<file path="config.mk">
export PLATFORM = sky130hd
export DESIGN_NAME = confusion_matrix_prf_metrics
export DESIGN_NICKNAME = d
export VERILOG_FILES = /design/src/hw/rtl/cmprf_pkg.sv /design/src/hw/rtl/cmprf_divider.sv /design/src/hw/rtl/confusion_matrix_prf_metrics.sv
export SDC_FILE = /design/constraint.sdc
export NUM_CORES = 2
export LEC_CHECK = 0
export ABC_CLOCK_PERIOD_IN_PS = 22600
export BUFFER_PORTS_ARGS = -buffer_cell sky130_fd_sc_hd__buf_2
export CAP_MARGIN = 20
export CORE_UTILIZATION = 50
export CTS_BUF_LIST = sky130_fd_sc_hd__clkbuf_4
export DETAILED_ROUTE_END_ITERATION = 10
export PLACE_DENSITY = 0.73
export RECOVER_POWER = 50
export SLEW_MARGIN = 40
export SYNTH_ARGS = -nofsm -noshare
export SYNTH_HDL_FRONTEND = slang
export SYNTH_SLANG_ARGS = --single-unit
</file>
<file path="constraint.sdc">
create_clock -name clk -period 22.6 [get_ports clk]
set_clock_uncertainty 0.05 [all_clocks]
set_input_delay 2.26 -clock clk [delete_from_list [all_inputs] [get_ports clk]]
set_output_delay 2.26 -clock clk [all_outputs]
set_load 0.02 [all_outputs]
</file>
<file path="src/hw/rtl/cmprf_pkg.sv">
// Package for the confusion-matrix metrics block: FSM state type and fixed widths.
// No dependencies.
package cmprf_pkg;

	localparam int NUM_CLASSES_W = 7;
	localparam int ENTRY_W       = 24;
	localparam int CLASS_W       = 6;
	localparam int METRIC_W      = 17;

	typedef enum logic [4:0] {
		ST_LOAD  = 5'b00001,
		ST_RD    = 5'b00010,
		ST_DIV   = 5'b00100,
		ST_OUT   = 5'b01000,
		ST_CLR   = 5'b10000
	} state_t;

endpackage

</file>
<file path="src/hw/rtl/cmprf_divider.sv">
// Restoring divider, one quotient bit per cycle, for the metric fractions.
// Depends on nothing beyond its parameters.
module cmprf_divider #(
	parameter int NUM_W = 34,
	parameter int DEN_W = 31,
	parameter int Q_W   = 17
) (
	input  logic             clk,
	input  logic             arst_n,
	input  logic             go,
	input  logic [NUM_W-1:0] num,
	input  logic [DEN_W-1:0] den,
	output logic             done,
	output logic [Q_W-1:0]   quot
);

	localparam int CNT_W = $clog2(NUM_W + 1);

	logic [NUM_W-1:0] num_q;
	logic [DEN_W-1:0] den_q;
	logic [DEN_W:0]   rem_q;
	logic [NUM_W-1:0] quo_q;
	logic [CNT_W-1:0] cnt_q;
	logic             busy_q;
	logic [DEN_W+1:0] trial;
	logic [DEN_W+1:0] shifted;

	// One shift-subtract step on the partial remainder.
	always_comb begin
		shifted = {rem_q, num_q[NUM_W-1]};
		trial   = shifted - {2'b00, den_q};
	end

	always_ff @(posedge clk or negedge arst_n) begin
		if (!arst_n) begin
			busy_q <= 1'b0;
			done   <= 1'b0;
			cnt_q  <= '0;
		end else begin
			done <= 1'b0;
			if (go) begin
				busy_q <= 1'b1;
				cnt_q  <= CNT_W'(NUM_W);
			end else if (busy_q) begin
				cnt_q <= cnt_q - 1'b1;
				if (cnt_q == CNT_W'(1)) begin
					busy_q <= 1'b0;
					done   <= 1'b1;
				end
			end
		end
	end

	always_ff @(posedge clk) begin
		if (go) begin
			num_q <= num;
			den_q <= den;
			rem_q <= '0;
			quo_q <= '0;
		end else if (busy_q) begin
			num_q <= num_q << 1;
			if (!trial[DEN_W+1]) begin
				rem_q <= trial[DEN_W:0];
				quo_q <= {quo_q[NUM_W-2:0], 1'b1};
			end else begin
				rem_q <= shifted[DEN_W:0];
				quo_q <= {quo_q[NUM_W-2:0], 1'b0};
			end
		end
	end

	// A zero divisor yields zero.
	assign quot = (den_q == '0) ? '0 : quo_q[Q_W-1:0];

endmodule

</file>
<file path="src/hw/rtl/confusion_matrix_prf_metrics.sv">
// Top level of the confusion-matrix metrics block: load FSM, totals memory, dividers.
// Depends on cmprf_pkg and cmprf_divider.
//
// Each matrix entry is read from and then written back to the per-class totals
// memory before the next one is taken. After the final entry the block emits
// one result per class, computed by the bit-serial dividers, and then the
// memory is cleared, one class per cycle.
// Results appear for one cycle each on result_valid and cannot be stalled.
module confusion_matrix_prf_metrics
	import cmprf_pkg::*;
#(
	parameter int MAX_CLASSES = 16,
	parameter int COUNT_BITS  = 24,
	parameter int FRAC_BITS   = 16
) (
	input  logic                     clk,
	input  logic                     arst_n,
	input  logic                     start,
	output logic                     busy,
	input  logic [ENTRY_W-1:0]       entry_count,
	input  logic                     cfg_we,
	input  logic [NUM_CLASSES_W-1:0] cfg_wdata,
	output logic                     result_valid,
	output logic [CLASS_W-1:0]       class_index,
	output logic [FRAC_BITS:0]       precision_q16,
	output logic [FRAC_BITS:0]       recall_q16,
	output logic [FRAC_BITS:0]       fmeasure_q16,
	output logic                     last_result
);

	localparam int IDX_W = $clog2(MAX_CLASSES);
	localparam int TOT_W = COUNT_BITS + 6;
	localparam int DEN_W = TOT_W + 1;
	localparam int NUM_W = COUNT_BITS + 1 + FRAC_BITS;
	localparam int WORD_W = 2 * TOT_W + COUNT_BITS;

	state_t state_q;
	logic [NUM_CLASSES_W-1:0] ncls_q;
	logic [IDX_W:0] nact;
	logic [IDX_W-1:0] row_q, col_q, cls_q;
	logic [COUNT_BITS-1:0] val_q;
	logic diag_pend_q;

	// Memory word: {row total, column total, diagonal}.
	logic [WORD_W-1:0] mem [MAX_CLASSES];
	logic [WORD_W-1:0] rd_a_q, rd_b_q;
	logic [IDX_W-1:0] ra, rb;
	logic             we_a, we_b;
	logic [IDX_W-1:0] wa, wb;
	logic [WORD_W-1:0] wd_a, wd_b;

	// Active class count, clipped to 1..MAX_CLASSES.
	always_comb begin
		if (ncls_q == '0)
			nact = (IDX_W+1)'(1);
		else if (ncls_q > NUM_CLASSES_W'(MAX_CLASSES))
			nact = (IDX_W+1)'(MAX_CLASSES);
		else
			nact = ncls_q[IDX_W:0];
	end

	wire last_col = ({1'b0, col_q} + 1'b1) == nact;
	wire last_row = ({1'b0, row_q} + 1'b1) == nact;
	wire last_cls = ({1'b0, cls_q} + 1'b1) == nact;
	wire accept   = start && !busy;

	logic [TOT_W-1:0] a_row, a_col, b_col;
	logic [COUNT_BITS-1:0] a_dg;
	assign a_row = rd_a_q[WORD_W-1 -: TOT_W];
	assign a_col = rd_a_q[COUNT_BITS +: TOT_W];
	assign a_dg  = rd_a_q[COUNT_BITS-1:0];
	assign b_col = rd_b_q[COUNT_BITS +: TOT_W];

	// While loading, port A serves the row class and port B the column class; otherwise port A serves cls_q.
	always_comb begin
		ra = (state_q == ST_LOAD) ? row_q : cls_q;
		rb = col_q;
		we_a = 1'b0; we_b = 1'b0;
		wa = row_q;  wb = col_q;
		wd_a = '0;   wd_b = '0;
		if (state_q == ST_RD) begin
			if (diag_pend_q) begin
				we_a = 1'b1;
				wd_a = {a_row + TOT_W'(val_q), a_col + TOT_W'(val_q), a_dg + val_q};
			end else begin
				we_a = 1'b1;
				wd_a = {a_row + TOT_W'(val_q), a_col, a_dg};
				we_b = 1'b1;
				wd_b = {rd_b_q[WORD_W-1 -: TOT_W], b_col + TOT_W'(val_q),
					rd_b_q[COUNT_BITS-1:0]};
			end
		end else if (state_q == ST_CLR) begin
			we_a = 1'b1;
			wa   = cls_q;
		end
	end

	always_ff @(posedge clk) begin
		if (we_a)
			mem[wa] <= wd_a;
		if (we_b)
			mem[wb] <= wd_b;
		rd_a_q <= mem[ra];
		rd_b_q <= mem[rb];
	end

	// Dividers for the three metrics.
	logic div_go, dp, dr, df;
	logic [FRAC_BITS:0] qp, qr, qf;
	wire [NUM_W-1:0] tp_sh  = NUM_W'(a_dg) << FRAC_BITS;
	wire [NUM_W-1:0] tp2_sh = NUM_W'(a_dg) << (FRAC_BITS + 1);

	cmprf_divider #(.NUM_W(NUM_W), .DEN_W(DEN_W), .Q_W(FRAC_BITS+1)) u_div_p (
		.clk, .arst_n, .go(div_go), .num(tp_sh), .den(DEN_W'(a_col)),
		.done(dp), .quot(qp));
	cmprf_divider #(.NUM_W(NUM_W), .DEN_W(DEN_W), .Q_W(FRAC_BITS+1)) u_div_r (
		.clk, .arst_n, .go(div_go), .num(tp_sh), .den(DEN_W'(a_row)),
		.done(dr), .quot(qr));
	cmprf_divider #(.NUM_W(NUM_W), .DEN_W(DEN_W), .Q_W(FRAC_BITS+1)) u_div_f (
		.clk, .arst_n, .go(div_go), .num(tp2_sh),
		.den(DEN_W'(a_row) + DEN_W'(a_col)), .done(df), .quot(qf));

	logic rd_wait_q;

	// Control sequencer.
	always_ff @(posedge clk or negedge arst_n) begin
		if (!arst_n) begin
			state_q      <= ST_CLR;
			ncls_q       <= NUM_CLASSES_W'(16);
			row_q        <= '0;
			col_q        <= '0;
			cls_q        <= '0;
			diag_pend_q  <= 1'b0;
			result_valid <= 1'b0;
			last_result  <= 1'b0;
			div_go       <= 1'b0;
			rd_wait_q    <= 1'b0;
		end else begin
			result_valid <= 1'b0;
			div_go       <= 1'b0;
			case (state_q)
				ST_LOAD: begin
					if (cfg_we) begin
						ncls_q  <= cfg_wdata;
						cls_q   <= '0;
						state_q <= ST_CLR;
					end else if (accept) begin
						diag_pend_q <= (row_q == col_q);
						state_q     <= ST_RD;
					end
				end
				ST_RD: begin
					if (last_col) begin
						col_q <= '0;
						if (last_row) begin
							row_q     <= '0;
							cls_q     <= '0;
							rd_wait_q <= 1'b1;
							state_q   <= ST_DIV;
						end else begin
							row_q   <= row_q + 1'b1;
							state_q <= ST_LOAD;
						end
					end else begin
						col_q   <= col_q + 1'b1;
						state_q <= ST_LOAD;
					end
				end
				ST_DIV: begin
					// Wait for the registered read of this class, then start the dividers.
					if (rd_wait_q) begin
						rd_wait_q <= 1'b0;
						div_go    <= 1'b1;
					end else if (dp) begin
						result_valid <= 1'b1;
						last_result  <= last_cls;
						state_q      <= ST_OUT;
					end
				end
				ST_OUT: begin
					if (last_cls) begin
						cls_q   <= '0;
						state_q <= ST_CLR;
					end else begin
						cls_q     <= cls_q + 1'b1;
						rd_wait_q <= 1'b1;
						state_q   <= ST_DIV;
					end
				end
				ST_CLR: begin
					if (cfg_we)
						ncls_q <= cfg_wdata;
					if (cls_q == IDX_W'(MAX_CLASSES - 1)) begin
						cls_q   <= '0;
						row_q   <= '0;
						col_q   <= '0;
						state_q <= ST_LOAD;
					end else begin
						cls_q <= cls_q + 1'b1;
					end
				end
				default: state_q <= ST_CLR;
			endcase
		end
	end

	always_ff @(posedge clk) begin
		if (accept)
			val_q <= COUNT_BITS'(entry_count);
		if (state_q == ST_DIV && !rd_wait_q && dp) begin
			class_index   <= CLASS_W'(cls_q);
			precision_q16 <= qp;
			recall_q16    <= qr;
			fmeasure_q16  <= qf;
		end
	end

	assign busy = (state_q != ST_LOAD) || cfg_we;

	// The three dividers run in lockstep.
	a_div_sync: assert property (@(posedge clk) disable iff (!arst_n)
		(dp == dr) && (dp == df)) else $error("divider done mismatch");
	// A result only leaves after a divider finishes.
	a_res_src: assert property (@(posedge clk) disable iff (!arst_n)
		result_valid |-> $past(dp)) else $error("result without division");
	// No entry is taken while results are being produced.
	a_no_acc: assert property (@(posedge clk) disable iff (!arst_n)
		(state_q == ST_DIV || state_q == ST_OUT) |-> busy) else $error("accept in output");
	// Positions stay within the active matrix while loading.
	a_pos: assert property (@(posedge clk) disable iff (!arst_n)
		(state_q == ST_LOAD) |-> ({1'b0, row_q} < nact && {1'b0, col_q} < nact))
		else $error("position out of range");

endmodule

</file>
# After elaboration in Yosys (flattened, before gate mapping)
# Memories as Yosys holds them, arrays and structs flattened. A register that Yosys moved wholly into a read port is not among the register bits.
# Cells that the tools add are included.
dict set report totals {
  reg_bits 442
  ramBits 1344
  out_inout_bits 60
  elab_cells 181
  n_memories 1
}
# memory depth word_bits read_ports rd_ports_with_merged_regs wr line
set memory_table {}
lappend memory_table {mem 16 84 2 2 2 confusion_matrix_prf_metrics.sv:45} ;# logic [WORD_W-1:0] mem [MAX_CLASSES];
dict set report classes {
  add_sub_neg 17
  order_cmp 1
  eq_ne 22
  n_mux 77
  n_bitwise 2
  n_reduce_logical 25
}
# op count
set ops {}
lappend ops {{$mux W84} 3}
lappend ops {{$mux W40} 4}
lappend ops {{$mux W32} 3}
lappend ops {{$logic_not A31 Y1} 3}
lappend ops {{$add A30 B24 Y30} 3}
lappend ops {{$mux W41} 2}
lappend ops {{$sub A33 B30 Y33} 2}
lappend ops {{$mux W54} 1}
lappend ops {{$mux W4} 12}
lappend ops {{$mux W5} 9}
lappend ops {{$mux W6} 6}
lappend ops {{$sub A33 B31 Y33} 1}
lappend ops {{$add A30 B30 Y31} 1}
lappend ops {{$mux W1} 31}
lappend ops {{$pmux W5 S5} 1}
lappend ops {{$add A24 B24 Y24} 1}
lappend ops {{$eq A6 B1 Y1 const B} 3}
lappend ops {{$sub A6 B1 Y6 const B} 3}
lappend ops {{$pmux W4 S2} 2}
lappend ops {{$pmux W4 S4} 1}
lappend ops {{$add A4 B1 Y5 const B} 3}
lappend ops {{$eq A5 B5 Y1} 3}
lappend ops {{$add A4 B1 Y4 const B} 3}
lappend ops {{$reduce_and A4 Y1} 3}
lappend ops {{25 further kinds} 40}

# Logic depth before layout (Yosys ltp)
dict set report logic_depth {
  depth_word 7
  depth_mapped 16
  mapped_depth_nobuf 14
}

# By module
# Synthesis repeated with hierarchy kept, for this count alone.
dict set report unflattened {
  cells_unflattened 11350
  area_unflattened_um2 114412.2
}
# module instances cells_per_inst area_each_um2
set modules_own_cells {}
lappend modules_own_cells {confusion_matrix_prf_metrics 1 9295 93298.2}
lappend modules_own_cells {{cmprf_divider at u_div_f ...} 2 685 7036.7}
lappend modules_own_cells {{cmprf_divider at u_div_p} 1 685 7040.5}

# Least setup slack after synthesis
# OpenSTA, ideal clock, no wires.
dict set report synth_timing {
  path_type {register -> register}
  start {register state_q[2]}
  end {memory mem[10][0] in the netlist's numbering (enable)}
  arrival_ps 7598
  required_ps 21908
  path_slack_ps 14309
  stages_incl_launch_ff 9
  n_path_buf 2
  synth_period_minus_slack_ps 8291
  cell_sequence {dfrtp_1 -> nor2_1 -> nand3b_1 -> nor2_1 -> clkbuf_1 -> clkbuf_1 -> nand2_1 -> o22a_1 -> o21ai_0}
}
# element line
set synth_lines {}
lappend synth_lines {{start: declaration} confusion_matrix_prf_metrics.sv:37} ;# state_t state_q;
lappend synth_lines {{start signal: assignment} confusion_matrix_prf_metrics.sv:128} ;# state_q <= ST_CLR;
lappend synth_lines {{start signal: assignment} confusion_matrix_prf_metrics.sv:146} ;# state_q <= ST_CLR;
lappend synth_lines {{start signal: assignment} confusion_matrix_prf_metrics.sv:149} ;# state_q <= ST_RD;
lappend synth_lines {{end: declaration} confusion_matrix_prf_metrics.sv:45}

==> summary.txt <==
Detailed routing
  • Vias after detailed routing: just over 90,000
  • DRC Markers: 0
  • 1st-pass router iterations: 9
  • Final ANT Viol Nets: 0
  • Routed Wire Length: 376,000 um
  • First DRT Iteration DRCs: between 10,000 and 15,000
  • Avg WL per Cell: 27.4 um
  • Vias per cell: ~6.7

Flow run
  • Max Cap Viol: around 90

Critical path
  • Crit path max fanout: between 100 and 150
  • Startpoint class of the critical path: flop
  • Worst path cell trace: clkbuf_1, ha_1, nand2_1, nor3_1, clkbuf_1, nor2_1, a22o_1
  • Worst path most repeated cell: clkbuf_1
  • Worst setup startpoint: col_q[0]$_DFFE_PN0P_
  • CP Data Arrival Time: 15,030 ps
  • WS Path Type: reg -> reg
  • Crit end category: flop
  • Crit path largest cell delay: approximately 5400 ps
  • CP required: 23,660 ps
  • Reg2reg start: col_q[0]$_DFFE_PN0P_
  • Crit path max-delay cell type: clkbuf_1

Yosys
  • Cells after Synth: about 11,000
  • Number of distinct library cells after synthesis: 92
  • Mean post-synth cell area: a little over 10 um^2
  • Ys async rst share: 0.0261
  • Main synth FF type: edfxtp_1
  • Synth Cell Area: between 100,000 and 150,000 um^2
  • Synthesis warning total: 0
  • Register area share after synthesis: 0.503
  • Synthesized flop and latch total: 1,954
  • Post-synth EDFFs: approximately 1,600

Clocking
  • Clock transition at path regs: around 70 ps
  • CTS buffer count: 539
  • Resize count post-CTS: 0
  • CTS Root Cell: clkbuf_4
  • Max H-tree Level: 6
  • Post-CTS Hold Buffers: 0
  • Clk_lat worst skew: between 1000 and 1500 ps
  • CTS sink count: between 1,500 and 2,000
  • CTS tree: done
  • Clk buf depth: 4
  • Post-CTS Setup Inserts: 0

Die
  • Die width: about 470 um
  • Core footprint: approximately 220,000 um^2
  • Die area: 221,000 um^2
  • Die Height: approximately 470 um
  • Ports: 95
  • FP Rows: 171
  • Starting density of the core: 0.505

Worst hold path
  • Hold/Removal Path Class: reg -> reg
  • HP Start: u_div_p.num_q[39]$_DFFE_PP_

Final layout
  • Final net count: 10,704
  • Area delta synth->final: 8.44%
  • Design area: ~120,000 um^2
  • Commonest non-fill, non-tap cells in the layout: nand2_1, edfxtp_1, o21ai_0
  • Fin cells: 13,730
  • Util after Layout: 0.547
  • Share of layout cells above drive strength 1: 0.153
  • Commonest non-fill, non-tap cell in the layout: nand2_1

Pwr
  • Combinational share of power: 0.358
  • Pwr dens: 111 nW/um^2
  • Peak supply drop: ~0.1 mV
  • Sw Pwr: between 5 and 6 mW
  • Clock share of power: 0.254
  • Flop pwr share: 0.388
  • P_leak: roughly 42 nW
  • Switching share of total power: 0.411
  • Tot Pwr: between 10 and 15 mW
  • Cell internal pwr: between 7 and 8 mW

Placement
  • IO Port Bufs: between 90 and 100
  • Placed inst area: 113,000 um^2
  • RePlAce Congestion: just under 1
  • Placed cell count: about 13,000
  • Post-DP HPWL: around 230,000 um
  • Pre-CTS WS: between 15,000 and 20,000 ps

Timing
  • Worst slew pin tran: between 8000 and 9000 ps
  • RSZ-0062 raised after global routing: false
  • Worst hold margin: 418 ps
  • Worst rel slew slack: -4.36
  • Hold Fails Final Rpt: 0
  • Fin. max-slew vios: ~3,600
  • Fmax: between 0.07 and 0.08 GHz
  • Min Tclk post-route: between 10,000 and 15,000 ps
  • Setup TNS: 0 ps
  • Worst Setup Slack, final: approximately 8600 ps
  • Final worst path period share: 0.618
  • Setup-failing EPs final: 0

GRT
  • Initial antenna violation count: 28
  • Remaining Overflow, GRT: 0
  • Largest net degree at the start of global routing: roughly 180
  • First-pass GRT wire length: approximately 550,000 um
  • Vias in the first global route: approximately 90,000
  • Overall global routing resource usage: 0.331

Outcome
  • Failing checks: max-capacitance violations, max-slew violations
  • Status: complete, but fails checks
-- final timing paths --
| kind | end | slack (ps) | cells after the start |
|---|---|---|---|
| max | mem[7][81]$_DFFE_PP_ | 8640 | 7 |
| min | u_div_p.num_q[40]$_SDFFE_PP0P_ | 420 | 2 |
| max reg2reg | mem[7][81]$_DFFE_PP_ | 8640 | 7 |
| min reg2reg | u_div_p.num_q[40]$_SDFFE_PP0P_ | 420 | 2 |
| max in group asynchronous | u_div_r.busy_q$_DFF_PN0_ | 18480 | 2 |
| min in group asynchronous | diag_pend_q$_DFFE_PN0P_ | 1880 | 2 |
-- Yosys cell counts, types with 10 or more instances --
master	number	area share
nand3b_1	13	0.00089
dfrtp_1	49	0.011
o21bai_1	27	0.0018
and4_1	11	0.00088
buf_2	29	0.0013
dfxtp_1	317	0.058
a211oi_1	497	0.034
and2_1	361	0.021
xor2_1	85	0.0068
o21ai_0	1163	0.053
a22oi_1	14	0.00096
nor4_1	28	0.0016
nor2b_1	83	0.0047
a31oi_1	189	0.011
nor2_1	473	0.016
o21ai_1	10	0.00046
nand3_1	95	0.0043
mux2_2	70	0.0072
a311oi_2	19	0.0026
ha_1	228	0.026
mux4_2	420	0.086
o22ai_1	64	0.0036
a311oi_1	183	0.015
mux2i_1	164	0.015
a22o_1	80	0.0064
or2_2	12	0.00068
buf_1	122	0.0042
clkbuf_1	851	0.029
nor3b_1	13	0.00089
a21oi_1	555	0.025
xnor2_1	118	0.0094
edfxtp_1	1586	0.43
o21a_1	36	0.0025
or3_1	21	0.0012
a21o_1	84	0.0057
nand4_1	35	0.0020
inv_1	235	0.0080
o211ai_1	22	0.0015
nand2_1	1929	0.066
nand2b_1	51	0.0029
nor3_1	55	0.0025
o31ai_1	34	0.0023
and3_1	26	0.0015
-- per-layer routing --
metal  vias up  share of wire  GRT usage
li1      39271              -          -
met1     43553           0.34      0.401
met2      7102           0.44      0.498
met3      1620           0.16      0.124
met4        32          0.066      0.205
met5         -         0.0010          0
-- flip-flops by register name, indices dropped and copies added (netlist names), 24 cells and up --
register	cells
mem	1344
rd_a_q	84
rd_b_q	84
u_div_f.den_q	31
u_div_f.num_q	24
u_div_f.rem_q	32
u_div_p.den_q	30
u_div_p.num_q	25
u_div_p.rem_q	32
u_div_r.den_q	30
u_div_r.num_q	25
u_div_r.rem_q	32
val_q	24
-- critical path, delay by kind of cell, from the launching register on --
family / cells / cell delay [ps]
flops: 1 / 2090
buf+inv: 2 / 8260
simple gates: 3 / 1560
fa+ha+maj: 1 / 750
compound gates: 1 / 550
-- logic make-up (layout without fill, tap and decap cells) --
kind of cell,after synthesis,after routing,synth area share
AO/OA/AOI/OAI,3066,3066,0.173
other,1,29,0.0000342
flip-flops,1954,1954,0.503
multiplexers,654,654,0.108
AND/OR/NAND/NOR,3225,3225,0.128
XOR/XNOR,205,205,0.0165
adder cells (fa/ha/maj),236,236,0.0274
buffers and inverters,1245,1507,0.0431
-- cell type report --
class	count	area, um^2
Clock inverter	128	773
Tap cell	2854	3570
Timing Repair Buffer	315	2110
Inverter	235	882
Clock buffer	829	6220
Multi-Input combinational cell	7388	50200
Antenna cell	27	67.6
Fill cell	18382	98500
Sequential cell	1954	55300
-- power by group through the flow --
| stage | Combinational (mW) | Sequential, mW | Clock, mW |
|---|---|---|---|
| final | 4.74 | 5.14 | 3.37 |
| after global routing | 4.96 | 5.14 | 3.58 |
| after CTS | 4.51 | 5.05 | 3.39 |
| after detailed placement | 4.49 | 5.12 | 0 |
| after global placement | 4.33 | 5.10 | 0 |
| after floorplan | 3.25 | 4.70 | 0 |
(Power assumes the default switching activity.)
